$ cat src/hw/rtl/bmsi_pkg.sv
// ----------------------------------------------------------------------------
// bmsi_pkg
// types and constants of the bank mapper with scanline interrupt
// ----------------------------------------------------------------------------
package bmsi_pkg;

    typedef enum logic [1:0] {
        ACT_REG_WRITE = 2'd0,
        ACT_CPU_READ  = 2'd1,
        ACT_PPU_ACC   = 2'd2,
        ACT_CPU_TICK  = 2'd3
    } action_t;

    typedef enum logic [1:0] {
        CFG_PRG_MASK    = 2'd0,
        CFG_CHR_MASK    = 2'd1,
        CFG_FALL_EDGE   = 2'd2,
        CFG_FILTER_TICK = 2'd3
    } cfg_index_t;

    // register window select, cpu address bits 14..13
    typedef enum logic [1:0] {
        WIN_BANK   = 2'd0,
        WIN_MIRROR = 2'd1,
        WIN_IRQ    = 2'd2,
        WIN_ENABLE = 2'd3
    } reg_win_t;

    localparam int InTdataW  = 40;
    localparam int OutTdataW = 24;

    localparam logic [7:0] PrgMaskReset   = 8'd63;
    localparam logic [7:0] ChrMaskReset   = 8'd255;
    localparam logic [7:0] FilterReset    = 8'd3;
    localparam logic [7:0] LowTicksMax    = 8'd255;
    localparam logic [7:0] PairMask       = 8'hFE;

    typedef struct packed {
        action_t     action;
        logic [15:0] address;
        logic [7:0]  data;
        logic [13:0] ppu_address;
    } item_t;

    typedef struct packed {
        logic [7:0] prg_bank;
        logic       prg_mapped;
        logic [7:0] chr_bank;
        logic       irq_line;
        logic       mirror_horizontal;
    } result_t;

endpackage

$ cat src/hw/rtl/bmsi_in_stage.sv
// ----------------------------------------------------------------------------
// bmsi_in_stage
// input register of the request stream
// ----------------------------------------------------------------------------
module bmsi_in_stage (
    input  logic            clk,
    input  logic            rst_n,
    input  logic            in_valid,
    output logic            in_ready,
    input  bmsi_pkg::item_t in_item,
    output logic            item_valid,
    output bmsi_pkg::item_t item,
    input  logic            advance
);

    logic            valid_reg;
    logic            valid_next;
    bmsi_pkg::item_t item_reg;

    // slot frees when empty or when its request moves on this cycle
    assign in_ready   = !valid_reg || advance;
    assign valid_next = in_ready ? in_valid : valid_reg;

    always_ff @(posedge clk or negedge rst_n)
    begin
        if (!rst_n)
        begin
            valid_reg <= 1'b0;
        end
        else
        begin
            valid_reg <= valid_next;
        end
    end

    always_ff @(posedge clk)
    begin
        if (in_valid && in_ready)
        begin
            item_reg <= in_item;
        end
    end

    assign item_valid = valid_reg;
    assign item       = item_reg;

endmodule

$ cat src/hw/rtl/bmsi_core.sv
// ----------------------------------------------------------------------------
// bmsi_core
// mapper state, bank translation and scanline counter
// ----------------------------------------------------------------------------
module bmsi_core (
    input  logic              clk,
    input  logic              rst_n,
    input  logic              cfg_we,
    input  logic [1:0]        cfg_index,
    input  logic [7:0]        cfg_data,
    input  logic              step,
    input  bmsi_pkg::item_t   item,
    output bmsi_pkg::result_t result
);

    // configuration
    logic [7:0] prg_mask_reg;
    logic [7:0] chr_mask_reg;
    logic       fall_edge_reg;
    logic [7:0] filter_reg;

    // mapper state
    logic [7:0] bank_regs_reg [8];
    logic [7:0] bank_select_reg, bank_select_next;
    logic       mirror_reg, mirror_next;
    logic [7:0] latch_reg, latch_next;
    logic       reload_reg, reload_next;
    logic [7:0] counter_reg, counter_next;
    logic       irq_en_reg, irq_en_next;
    logic       irq_level_reg, irq_level_next;
    logic       a12_last_reg, a12_last_next;
    logic [7:0] low_ticks_reg, low_ticks_next;

    logic       bank_we;
    logic       a12;
    logic       odd;
    logic       edge_seen;
    logic [7:0] counter_new;
    logic [7:0] second_last;
    logic [7:0] prg_value;
    logic [2:0] chr_slot;
    logic [7:0] chr_value;
    logic [2:0] chr_index;

    assign a12 = item.ppu_address[12];
    assign odd = item.address[0];

    always_ff @(posedge clk or negedge rst_n)
    begin
        if (!rst_n)
        begin
            prg_mask_reg  <= bmsi_pkg::PrgMaskReset;
            chr_mask_reg  <= bmsi_pkg::ChrMaskReset;
            fall_edge_reg <= 1'b0;
            filter_reg    <= bmsi_pkg::FilterReset;
        end
        else if (cfg_we)
        begin
            case (bmsi_pkg::cfg_index_t'(cfg_index))
                bmsi_pkg::CFG_PRG_MASK:    prg_mask_reg  <= cfg_data;
                bmsi_pkg::CFG_CHR_MASK:    chr_mask_reg  <= cfg_data;
                bmsi_pkg::CFG_FALL_EDGE:   fall_edge_reg <= cfg_data[0];
                bmsi_pkg::CFG_FILTER_TICK: filter_reg    <= cfg_data;
                default:                   filter_reg    <= filter_reg;
            endcase
        end
    end

    // program bank lookup
    assign second_last = (prg_mask_reg - 8'd1) & prg_mask_reg;

    always_comb
    begin
        case (item.address[14:13])
            2'd0:    prg_value = bank_select_reg[6] ? second_last
                                                    : (bank_regs_reg[6] & prg_mask_reg);
            2'd1:    prg_value = bank_regs_reg[7] & prg_mask_reg;
            2'd2:    prg_value = bank_select_reg[6] ? (bank_regs_reg[6] & prg_mask_reg)
                                                    : second_last;
            default: prg_value = prg_mask_reg;
        endcase
    end

    // character bank lookup, 2k pairs in the lower half of the slot space
    assign chr_slot  = item.ppu_address[12:10] ^ {bank_select_reg[7], 2'b00};
    assign chr_index = chr_slot[2] ? (3'd2 + {1'b0, chr_slot[1:0]}) : {2'b00, chr_slot[1]};

    always_comb
    begin
        if (!chr_slot[2])
        begin
            chr_value = (bank_regs_reg[chr_index] & bmsi_pkg::PairMask)
                      | {7'd0, chr_slot[0]};
        end
        else
        begin
            chr_value = bank_regs_reg[chr_index];
        end
    end

    assign edge_seen = fall_edge_reg ? (a12_last_reg && !a12) : (!a12_last_reg && a12);

    always_comb
    begin
        bank_we          = 1'b0;
        bank_select_next = bank_select_reg;
        mirror_next      = mirror_reg;
        latch_next       = latch_reg;
        reload_next      = reload_reg;
        counter_next     = counter_reg;
        irq_en_next      = irq_en_reg;
        irq_level_next   = irq_level_reg;
        a12_last_next    = a12_last_reg;
        low_ticks_next   = low_ticks_reg;
        counter_new      = counter_reg - 8'd1;
        if (reload_reg || counter_reg == 8'd0)
        begin
            counter_new = latch_reg;
        end
        result = '0;

        case (item.action)
            bmsi_pkg::ACT_REG_WRITE:
            begin
                if (item.address[15])
                begin
                    case (bmsi_pkg::reg_win_t'(item.address[14:13]))
                        bmsi_pkg::WIN_BANK:
                        begin
                            if (odd)
                            begin
                                bank_we = 1'b1;
                            end
                            else
                            begin
                                bank_select_next = item.data;
                            end
                        end
                        bmsi_pkg::WIN_MIRROR:
                        begin
                            if (!odd)
                            begin
                                mirror_next = item.data[0];
                            end
                        end
                        bmsi_pkg::WIN_IRQ:
                        begin
                            if (odd)
                            begin
                                reload_next = 1'b1;
                            end
                            else
                            begin
                                latch_next = item.data;
                            end
                        end
                        default:
                        begin
                            irq_en_next = odd;
                            if (!odd)
                            begin
                                irq_level_next = 1'b0;
                            end
                        end
                    endcase
                end
            end
            bmsi_pkg::ACT_CPU_READ:
            begin
                if (item.address[15])
                begin
                    result.prg_bank   = prg_value;
                    result.prg_mapped = 1'b1;
                end
            end
            bmsi_pkg::ACT_PPU_ACC:
            begin
                if (!item.ppu_address[13])
                begin
                    result.chr_bank = chr_value & chr_mask_reg;
                end
                a12_last_next = a12;
                if (edge_seen)
                begin
                    if (low_ticks_reg > filter_reg)
                    begin
                        counter_next = counter_new;
                        reload_next  = 1'b0;
                        if (counter_new == 8'd0 && irq_en_reg)
                        begin
                            irq_level_next = 1'b1;
                        end
                    end
                    low_ticks_next = 8'd0;
                end
            end
            default:
            begin
                a12_last_next = a12;
                if (!a12 && low_ticks_reg != bmsi_pkg::LowTicksMax)
                begin
                    low_ticks_next = low_ticks_reg + 8'd1;
                end
            end
        endcase

        result.irq_line          = irq_level_next;
        result.mirror_horizontal = mirror_next;
    end

    always_ff @(posedge clk or negedge rst_n)
    begin
        if (!rst_n)
        begin
            for (int i = 0; i < 8; i++)
            begin
                bank_regs_reg[i] <= (i == 7) ? 8'd1 : 8'd0;
            end
            bank_select_reg <= 8'd0;
            mirror_reg      <= 1'b0;
            latch_reg       <= 8'd0;
            reload_reg      <= 1'b0;
            counter_reg     <= 8'd0;
            irq_en_reg      <= 1'b0;
            irq_level_reg   <= 1'b0;
            a12_last_reg    <= 1'b0;
            low_ticks_reg   <= 8'd0;
        end
        else if (step)
        begin
            if (bank_we)
            begin
                bank_regs_reg[bank_select_reg[2:0]] <= item.data;
            end
            bank_select_reg <= bank_select_next;
            mirror_reg      <= mirror_next;
            latch_reg       <= latch_next;
            reload_reg      <= reload_next;
            counter_reg     <= counter_next;
            irq_en_reg      <= irq_en_next;
            irq_level_reg   <= irq_level_next;
            a12_last_reg    <= a12_last_next;
            low_ticks_reg   <= low_ticks_next;
        end
    end

endmodule

$ cat src/hw/rtl/bmsi_out_stage.sv
// ----------------------------------------------------------------------------
// bmsi_out_stage
// result register of the result stream
// ----------------------------------------------------------------------------
module bmsi_out_stage (
    input  logic              clk,
    input  logic              rst_n,
    input  logic              res_valid,
    output logic              res_ready,
    input  bmsi_pkg::result_t res,
    output logic              out_valid,
    input  logic              out_ready,
    output bmsi_pkg::result_t out_res
);

    logic              valid_reg;
    logic              valid_next;
    bmsi_pkg::result_t res_reg;

    assign res_ready  = !valid_reg || out_ready;
    assign valid_next = res_ready ? res_valid : valid_reg;

    always_ff @(posedge clk or negedge rst_n)
    begin
        if (!rst_n)
        begin
            valid_reg <= 1'b0;
        end
        else
        begin
            valid_reg <= valid_next;
        end
    end

    always_ff @(posedge clk)
    begin
        if (res_valid && res_ready)
        begin
            res_reg <= res;
        end
    end

    assign out_valid = valid_reg;
    assign out_res   = res_reg;

endmodule

$ cat src/hw/rtl/bank_mapper_with_scanline_irq_top.sv
// ----------------------------------------------------------------------------
// bank_mapper_with_scanline_irq_top
// cartridge bank mapper with scanline interrupt counter
// ----------------------------------------------------------------------------
// Takes one bus event request per clock while the sink keeps up and returns
// one result per request: the request sits in an input register, the mapper
// logic translates it and updates its state as it moves on, and the result
// is held in an output register until the sink takes it. The
// input accepts a new request while a finished result waits, so with the
// sink ready the sustained rate is one request per cycle; a stalled sink
// backs up through the two registers. Events are cpu register writes at
// 0x8000 and above, cpu reads translated to an 8k program bank, ppu
// accesses translated to a 1k character bank that also clock the scanline
// counter on a filtered a12 edge, and cpu ticks that count a12 low time.
// Configuration registers take effect at once, so write them only while no
// request is in flight.
// ----------------------------------------------------------------------------
module bank_mapper_with_scanline_irq_top (
    input  logic                             clk,
    input  logic                             rst_n,
    // request stream
    input  logic                             s_axis_tvalid,
    output logic                             s_axis_tready,
    // [15:0] address, [23:16] data, [37:24] ppu_address, [39:38] zero
    input  logic [bmsi_pkg::InTdataW-1:0]    s_axis_tdata,
    // [1:0] action
    input  logic [1:0]                       s_axis_tuser,
    // result stream
    output logic                             m_axis_tvalid,
    input  logic                             m_axis_tready,
    // [7:0] prg_bank, [8] prg_mapped, [16:9] chr_bank, [17] irq_line,
    // [18] mirror_horizontal, [23:19] zero
    output logic [bmsi_pkg::OutTdataW-1:0]   m_axis_tdata,
    // configuration write port
    input  logic                             cfg_we,
    input  logic [1:0]                       cfg_index,
    input  logic [7:0]                       cfg_data
);

    bmsi_pkg::item_t   in_item;
    bmsi_pkg::item_t   item;
    bmsi_pkg::result_t res;
    bmsi_pkg::result_t out_res;
    logic              item_valid;
    logic              res_ready;
    logic              step;

    // unpack the request
    assign in_item.action      = bmsi_pkg::action_t'(s_axis_tuser);
    assign in_item.address     = s_axis_tdata[15:0];
    assign in_item.data        = s_axis_tdata[23:16];
    assign in_item.ppu_address = s_axis_tdata[37:24];

    // state advances when the registered request moves into the result register
    assign step = item_valid && res_ready;

    bmsi_in_stage u_in (
        .clk        (clk),
        .rst_n      (rst_n),
        .in_valid   (s_axis_tvalid),
        .in_ready   (s_axis_tready),
        .in_item    (in_item),
        .item_valid (item_valid),
        .item       (item),
        .advance    (res_ready)
    );

    bmsi_core u_core (
        .clk       (clk),
        .rst_n     (rst_n),
        .cfg_we    (cfg_we),
        .cfg_index (cfg_index),
        .cfg_data  (cfg_data),
        .step      (step),
        .item      (item),
        .result    (res)
    );

    bmsi_out_stage u_out (
        .clk       (clk),
        .rst_n     (rst_n),
        .res_valid (item_valid),
        .res_ready (res_ready),
        .res       (res),
        .out_valid (m_axis_tvalid),
        .out_ready (m_axis_tready),
        .out_res   (out_res)
    );

    // pack the result, first field lowest
    assign m_axis_tdata = {5'd0, out_res.mirror_horizontal, out_res.irq_line,
                           out_res.chr_bank, out_res.prg_mapped, out_res.prg_bank};

endmodule

$ cat config.mk
export PLATFORM = sky130hd
export DESIGN_NAME = bank_mapper_with_scanline_irq_top
export DESIGN_NICKNAME = d
export VERILOG_FILES = /design/src/hw/rtl/bmsi_pkg.sv /design/src/hw/rtl/bmsi_in_stage.sv /design/src/hw/rtl/bmsi_core.sv /design/src/hw/rtl/bmsi_out_stage.sv /design/src/hw/rtl/bank_mapper_with_scanline_irq_top.sv
export SDC_FILE = /design/constraint.sdc
export NUM_CORES = 1
export LEC_CHECK = 0
export BUFFER_PORTS_ARGS = -buffer_cell sky130_fd_sc_hd__buf_2
export CAP_MARGIN = 20
export CORE_ASPECT_RATIO = 1.2
export CORE_MARGIN = 5
export CORE_UTILIZATION = 61
export CTS_BUF_LIST = sky130_fd_sc_hd__clkbuf_8
export DETAILED_ROUTE_END_ITERATION = 8
export HOLD_SLACK_MARGIN = 0.08
export PLACE_DENSITY = 0.83
export SYNTH_ARGS = -nofsm -noshare
export SYNTH_HDL_FRONTEND = slang
export SYNTH_SLANG_ARGS = --single-unit
export TNS_END_PERCENT = 30
$ cat constraint.sdc
create_clock -name clk -period 2.5 [get_ports clk]
set_input_delay 0.25 -clock clk [delete_from_list [all_inputs] [get_ports clk]]
set_output_delay 0.25 -clock clk [all_outputs]
set_load 0.02 [all_outputs]
* Word level (Yosys, flattened, before mapping)
Cells that the tools add are included. W data, S select, Z words.
Storage, ports and cells: register bits after elaboration 187, bits of input ports 57, logic and storage cells 140
Operators by class: add/subtract/negate cells 4, order comparisons 4, equality and inequality tests 13, muxes and demuxes 38, bitwise operators 12, reductions and logical operators 37
Operators by type and width (number):
- $mux W8 | 9
- $bwmux W64 | 1
- $and A8 B8 Y8 | 4
- $bmux W8 S3 | 1
- $demux W8 S3 | 1
- $pmux W8 S3 | 1
- $mux W1 | 21
- $logic_not A8 Y1 | 2
- $pmux W8 S2 | 1
- $sub A8 B1 Y8 const B | 2
- $reduce_and A2 Y1 | 7
- $reduce_and A4 Y1 | 3
- $reduce_and A5 Y1 | 2
- $add A8 B1 Y8 const B | 1
- $eq A2 B2 Y1 const B | 4
- $ge A4 B4 Y1 const B | 2
- $gt A8 B8 Y1 | 1
- $ne A8 B8 Y1 const B | 1
- $not A3 Y4 | 2
- $or A8 B1 Y8 | 1
- $logic_and A1 B1 Y1 | 7
- $reduce_and A7 Y1 | 1
- $eq A2 B1 Y1 const B | 3
- $logic_not A2 Y1 | 3
- 13 further kinds | 27

* Longest topological paths before layout
Gate-level depths: netlist of run 1.
depth after elaboration 10, depth in mapped cells 9, depth with buffers taken out 8

* Hierarchy
A second synthesis of run 1 with hierarchy kept.
Second synthesis, totals: cells, all modules 610, area, all modules 8161.6 sq um
Modules (own cells, without submodules):
- bmsi_core | times used 1, cells each 536, area an instance 6234.7 sq um, sequential area each 3049.2 sq um
- bmsi_in_stage | times used 1, cells each 44, area an instance 1255.0 sq um, sequential area each 1226.2 sq um
- bmsi_out_stage | times used 1, cells each 23, area an instance 624.3 sq um, sequential area each 595.6 sq um
- bank_mapper_with_scanline_irq_top | times used 1, cells each 7, area an instance 47.5 sq um, sequential area each 0.0 sq um

* Worst setup path before layout of run 1
OpenSTA, ideal clock, no wires.
kind reg-to-reg, start register u_in.item_reg (netlist bit u_in.item[39]), end register u_core.bank_regs_reg[24] (netlist bit), arrival 2057 ps, data required time 2375 ps, setup slack 318 ps, stages on the path, launching flop included 8, path buffers 1, path through edfxtp_1 nor3b_2 nand3_2 nor4b_2 nand2b_1 buf_2 nor3b_4 mux2_2
Between the ends: word-level cells in the longest chain between the ends 3
Ends and longest elaborated chain:
- start: declaration | RTL line bmsi_in_stage.sv:18 | bmsi_pkg::item_t item_reg;
- start signal: assignment | RTL line bmsi_in_stage.sv:40 | item_reg <= in_item;
- $logic_not A2 Y1 | RTL line bmsi_core.sv:122 | case (item.action)
- $mux W1 | RTL line bmsi_core.sv:122
- $reduce_and A2 Y1 (no source line)
- end signal: indexed assignment | RTL line bmsi_core.sv:217 | bank_regs_reg[i] <= (i == 7) ? 8'd1 : 8'd0;
- end signal: indexed assignment | RTL line bmsi_core.sv:233 | bank_regs_reg[bank_select_reg[2:0]] <= item.data;
- end: declaration | RTL line bmsi_core.sv:23 | logic [7:0] bank_regs_reg [8];
No other way between the ends. A chain may end at the register's enable or synchronous reset.

* Worst setup path after layout of run 1
start register u_in.item_reg (netlist bit u_in.item[39]), end register u_core.bank_regs_reg[25] (netlist bit)
The elaborated chain is that of the path after synthesis.

==> results of run 1 <==
==> Yosys cell counts (all sizes together), types with 2 or more instances <==
master,number
a211oi,9
a21o,3
a21oi,21
a2bb2oi,3
and2,3
and3,7
and3b,2
buf,14
clkbuf,14
dfrtp,106
dfstp,17
edfxtp,37
ha,11
inv,16
mux2,113
mux2i,8
nand2,33
nand2b,10
nand3,9
nand3b,6
nand4,5
nor2,41
nor2b,13
nor3,9
nor3b,5
nor4,4
nor4b,2
o2111a,2
o2111ai,7
o211ai,3
o21ai,27
o21bai,2
o22ai,3
o31ai,3
o41ai,2
or3,2
or4,2
xnor2,5
xor2,2
==> metal layers <==
layer / GRT usage [%] / up-vias
met5: 0 / -
met4: 11.09 / 0
li1: - / 2350
met2: 43.21 / 151
met1: 28.73 / 2621
met3: 6.172 / 35
==> logic make-up (layout without fill, tap and decap cells) <==
group | Yosys count | count (layout) | share of synthesized area, %
AO/OA/AOI/OAI | 90 | 90 | 7.826
XOR/XNOR | 7 | 7 | 0.8265
adder cells (fa/ha/maj) | 11 | 11 | 1.855
buffers and inverters | 44 | 154 | 2.530
flip-flops | 160 | 160 | 56.75
multiplexers | 122 | 122 | 18.54
other | 1 | 5 | 0.05055
AND/OR/NAND/NOR | 155 | 155 | 11.62
==> worst max path at each step <==
| stage | start | to | slack [ns] | cells past startpoint |
|---|---|---|---|---|
| 6_report | u_in.item[39]$_DFFE_PP_ | u_core.bank_regs_reg[25]$_DFFE_PN0P_ | 0.09 | 7 |
| 5_1_grt | u_in.item[39]$_DFFE_PP_ | u_core.bank_regs_reg[25]$_DFFE_PN0P_ | 0.005 | 7 |
| 4_1_cts | u_in.item[38]$_DFFE_PP_ | u_core.bank_regs_reg[57]$_DFFE_PN0P_ | 0.08 | 6 |
| 3_5_place_dp | u_in.item[39]$_DFFE_PP_ | u_core.bank_regs_reg[57]$_DFFE_PN0P_ | 0.1 | 6 |
| 3_3_place_gp | u_in.item[39]$_DFFE_PP_ | u_core.bank_regs_reg[60]$_DFFE_PN0P_ | 0.20 | 6 |
| 2_1_floorplan | u_in.item[39]$_DFFE_PP_ | u_core.bank_regs_reg[24]$_DFFE_PN0P_ | 0.32 | 7 |
==> power groups by stage <==
stage | combinational (uW) | sequential [uW] | clock (uW)
final | 862 | 3180 | 1910
after global routing | 964 | 3210 | 2050
after CTS | 858 | 3170 | 1940
after detailed placement | 816 | 3220 | 0
after global placement | 768 | 3210 | 0
after floorplan | 562 | 3140 | 0
==> critical path, stage by stage (launching register included) <==
cell	delay, ns
edfxtp_1	0.40
nor3b_2	0.29
nand3_2	0.15
nor4b_2	0.37
nand2b_1	0.29
nor3b_4	0.29
buf_12	0.15
mux2_2	0.34
==> repair_timing <==
item,in CTS,in global routing
endpoints found under the setup margin,0,8
endpoints found under the hold margin,137,0
gates resized for setup,0,1
hold buffers,28,0
buffers inserted,0,1
==> metrics by stage <==
step | cells | worst slack, ns | total power [uW] | hold WS (ns)
6_report | 865 | 0.09399 | 5950 | 0.1187
5_1_grt | 865 | 0.005419 | 6224 | 0.1163
4_1_cts | 864 | 0.08056 | 5971 | 0.09436
3_5_place_dp | 804 | 0.09876 | 4038 | 0.1575
3_3_place_gp | 804 | 0.2049 | 3973 | 0.1575
2_1_floorplan | 594 | 0.3179 | 3701 | -0.04559
==> cell type report <==
type,count,area [um^2]
Clock buffer,21,289.0
Inverter,16,60.06
Sequential cell,160,4210
Clock inverter,11,113.9
Multi-Input combinational cell,390,3040
Timing Repair Buffer,106,785.8
Tap cell,161,201.4
Fill cell,814,3301
==> flow_summary_export.csv, run 1 <==
group,metric,value,unit
sta,finalCriticalPeriod,2.406,ns
finish,final_util,72.50,%
critical_path,cp.required,2.85,ns
sta,rsz0062_at_grt,"false",
critical_path,r2r_end,"u_core.bank_regs_reg[25]$_DFFE_PN0P_",
synth,syn_area_per_cell,12.57,um^2
finish,final_common_cell,"mux2_2",
sta,final-max-slew-violation-count,0,
routing,drt_iter0_drc,246,
worst_hold_path,hold_end,"u_in.item_valid$_DFFE_PN0N_",
floorplan,start_util,61.81,%
sta,fmax,0.4156,GHz
floorplan,io_pins,83,
global_route,grt_use_total,24.55,%
routing,wl_met1,6592,um
sta,fin_skew,0.01008,ns
clocking,clk_pin_slew,0.08,ns
global_route,first_global_vias,5430,
synth,synth_area,7418,um^2
place,dp_hpwl,11640,um
floorplan,dieArea,14480,um^2
critical_path,path_max_fanout,8,
finish,fin_nets,759,
critical_path,r2r_start,"u_in.item[39]$_DFFE_PP_",
finish,antennaDiodeCount,0,
global_route,grt_overflow,0,
global_route,grt_pass1_wl,27540,um
routing,routed_wl,16850,um
pwr,peakVddDrop,0.5358,mV
finish,largest_reg_flops,62,
sta,setup_viol,0,
place,placed_cell_area,7993,um^2
synth,synth_top_area_cell,"dfrtp_1",
synth,synthCells,590,
synth,synth-edff-count,37,
clocking,cts_max_level,4,
global_route,antenna_found_initial,0,
clocking,cts_root_buffer,"clkbuf_8",
critical_path,cp.arrival,2.76,ns
pwr,p_comb_share,14.5,%
sta,period_share,96.24,%
critical_path,r2r_slack,0.09,ns
finish,final_layout_size_suffix_gt1_share,35.51,%
routing,vias,5157,
critical_path,worstSetupPathType,"flip-flop to flip-flop",
routing,avgViaCountPerCell,5.962,
synth,ys_seq_elements,160,
pwr,power_frac_seq,53.5,%
synth,synth_ff_type,"dfrtp_1",
critical_path,critPathCaptureType,"flip-flop",
sta,relSlewSlack,62.88,%
finish,final_cell_mix,"111 x mux2_2, 106 x dfrtp_1, 52 x buf_2",
clocking,clkLatencyLatePin,0.46,ns
synth,yosys.area.top_type_share,35.76,%
place,finalWeightedCongestion,0.8748,
clocking,cts_made_buffers,17,
pwr,swShare,27.33,%
worst_hold_path,worstHoldStart,"m_axis_tready",
routing,wl_met2,8958,um
synth,synth.yosys.seq_area_share,56.75,%
synth,synth_warnings,0,
place,numPortBuffers,53,
pwr,p_int,4324,uW
synth,synth.distinct_cells,57,
worst_hold_path,worstHoldPathType,"input port to flip-flop",
flow_run,maxCapViolations,0,
synth,netlist_top_cells_area,"dfrtp_1 36%, mux2_2 17%, edfxtp_1 15%",
routing,highest_layer,"met4",
floorplan,fp.dieH,130.8,um
finish,fin_area,8701,um^2
sta,hold_viol_final,0,
finish,area_growth,17.29,%
synth,async_flop_share,76.88,%
critical_path,rr_worst_depth,7,
clocking,clockBufferDepth,2,
pwr,clock_power_share,32.1,%
clocking,cts_tree,"yes",
pwr,switchingPower,1626,uW
sta,tns,0,ns
floorplan,coreArea,12000,um^2
sta,worstMarginPinSlew,0.5547,ns
routing,dr.pass1.iters,5,
worst_hold_path,hold_depth,3,
critical_path,start_kind,"flip-flop",
routing,final_antenna_net_count,0,
routing,drc_errors,0,
global_route,grt_max_degree,49,
routing,met3_length,772,um
floorplan,row_count,44,
clocking,cts_sinks,160,
routing,routedWlPerCell,19.48,um
pwr,p_per_area,683.9,nW/um^2
floorplan,die_x,110.7,um
pwr,leakagePower,0.003983,uW
run_status,status,"finished clean",
No activity file was read; power rests on OpenSTA's default activity.
==> run 2: changes to the inputs <==
Settings changed: CORE_ASPECT_RATIO 1.2 to not set.
==> flow_summary_export.csv, run 2 (synthesized netlist as in run 1, its figures left out) <==
group,metric,value,unit
sta,hold_viol_final,0,
floorplan,io_pins,83,
routing,avgViaCountPerCell,6.109,
floorplan,coreArea,11960,um^2
critical_path,startpoint,"u_core.filter_reg[1]$_DFFE_PN1P_",
critical_path,max_stage_delay,0.53,ns
critical_path,worstSetupPathType,"flip-flop to flip-flop",
clocking,cts_sinks,160,
sta,fin_skew,0.01162,ns
critical_path,cp.required,2.76,ns
pwr,switchingPower,1604,uW
global_route,grt_use_met1,32.25,%
sta,rsz0062_at_grt,"false",
floorplan,dieArea,14470,um^2
clocking,cts_tree,"yes",
clocking,post_cts_buffers,0,
sta,timing.hold.ws,0.1052,ns
pwr,clock_power_share,32.2,%
finish,largest_reg_flops,62,
sta,final-max-slew-violation-count,0,
clocking,clockBufferDepth,2,
clocking,clk_pin_slew,0.08,ns
global_route,grt.busiest_layer,"met2",
worst_hold_path,worstHoldPathType,"input port to flip-flop",
floorplan,die_x,120.3,um
critical_path,path_cells,"inv_1 > ha_1 > nor2b_1 > o211ai_1 > a211oi_1 > nor2_1 > nand4b_1 > o31ai_1",
place,finalWeightedCongestion,0.8609,
sta,period_share,94.83,%
pwr,p_int,4347,uW
finish,area_growth,16.16,%
global_route,met3_usage,5.987,%
sta,setup_viol,0,
global_route,antenna_found_initial,0,
run_status,status,"finished clean",
critical_path,r2r_slack,0.13,ns
sta,tns,0,ns
global_route,grt_max_degree,47,
floorplan,row_count,40,
place,placed_cell_area,7980,um^2
finish,fin_area,8617,um^2
critical_path,rr_worst_depth,8,
finish,regArea,4210,um^2
finish,nFillCells,740,
routing,routedWlPerCell,20.13,um
critical_path,cp-endpoint,"u_out.out_res[1]$_DFFE_PP_",
finish,final_layout_size_suffix_gt1_share,35.44,%
finish,final_common_cell,"mux2_2",
sta,relSlewSlack,55.01,%
clocking,clkLatencyLatePin,0.45,ns
critical_path,critPathCaptureType,"flip-flop",
routing,vias,5156,
global_route,grt_overflow,0,
clocking,cts_made_buffers,17,
finish,antennaDiodeCount,0,
finish,final_cell_mix,"111 x mux2_2, 106 x dfrtp_1, 52 x buf_2",
pwr,p_comb_share,14.4,%
finish,multi_input_area,3045,um^2
routing,dr.pass1.iters,5,
pwr,power_frac_seq,53.4,%
finish,fin_nets,752,
critical_path,r2r_end,"u_out.out_res[1]$_DFFE_PP_",
global_route,met2_usage,41.59,%
pwr,leakagePower,0.003965,uW
critical_path,start_kind,"flip-flop",
pwr,peakVddDrop,0.4744,mV
routing,final_antenna_net_count,0,
global_route,grt_pass1_wl,27930,um
clocking,cts_root_buffer,"clkbuf_8",
routing,drc_errors,0,
sta,finalCriticalPeriod,2.371,ns
flow_run,maxCapViolations,0,
routing,routed_wl,16990,um
finish,final_util,72.04,%
global_route,grt_use_total,25.05,%
place,dp_hpwl,11560,um
place,numPortBuffers,53,
pwr,power,5952,uW
floorplan,fp.dieH,120.3,um
sta,fmax,0.4218,GHz
sta,worstMarginPinSlew,0.6724,ns
routing,drt_iter0_drc,450,
pwr,p_per_area,690.7,nW/um^2
critical_path,cp.arrival,2.63,ns
critical_path,cp_slowest_cell,"dfstp_2",
critical_path,path_max_fanout,3,
clocking,cts_max_level,4,
global_route,first_global_vias,5286,
floorplan,start_util,62.02,%
pwr,swShare,26.95,%
critical_path,r2r_start,"u_core.filter_reg[1]$_DFFE_PN1P_",
[run 2: changes by cell type in the layout (fill, tap and decap cells not counted), moves of 2 or more]
cell / before / now
dlygate4sd3_1: 28 / 23
clkbuf_8: 21 / 19
buf_4: 22 / 20
inv_1: 18 / 22
clkinvlp_4: 3 / 1
[run 2: power by group through the flow]
stage	Clock [uW]	Combinational (uW)	Sequential, uW
finish	1910	859	3180
global route	2040	954	3210
CTS	1930	854	3170
detailed placement	0	816	3220
global placement	0	769	3200
floorplan	0	562	3140
[run 2: worst min path at each step]
stage / from / endpoint / slack (ns) / cells past startpoint
2_1_floorplan: rst_n / u_core.a12_last_reg$_DFFE_PN0P_ / -0.05 / 0
3_3_place_gp: rst_n / u_core.counter_reg[6]$_DFFE_PN0P_ / 0.29 / 1
3_5_place_dp: rst_n / u_core.counter_reg[6]$_DFFE_PN0P_ / 0.30 / 1
4_1_cts: cfg_data[3] / u_core.filter_reg[3]$_DFFE_PN0P_ / 0.09 / 2
5_1_grt: cfg_data[4] / u_core.chr_mask_reg[4]$_DFFE_PN1P_ / 0.09 / 2
6_report: cfg_data[3] / u_core.filter_reg[3]$_DFFE_PN0P_ / 0.11 / 2
[run 2: final cells by class]
type	count	share of cell area, %
flip-flops and latches	160	48.86
multi-input cells	390	35.34
repair buffers	99	8.364
clock buffers	19	3.035
well taps	147	2.134
clock inverters	13	1.568
inverters	16	0.6970
[run 2: critical path: cells and delay by family (launching register included)]
kind            cells  cell delay, ns
compound gates      3            0.75
fa+ha+maj           1            0.29
buf+inv             1            0.06
flops               1            0.53
simple gates        3            0.54
[run 2: metrics by stage]
step,instances,worst slack [ns]
after detailed placement,789,0.1025
after floorplan,594,0.3179
after global placement,789,0.1880
final,844,0.1293
after CTS,844,0.07905
after global routing,844,0.01737
[run 2: repair_timing]
action                                 CTS  global route
resized for setup                        0             4
endpoints found under the hold margin   59             0
hold buffers                            23             0
setup endpoints to repair                0            16
[run 2: per-layer routing]
layer  routed length, um  share of wire (%)
met2                8501                 50
met3                1107                6.5
met4                 517                3.0
met5                   0                  0
met1                6862                 40
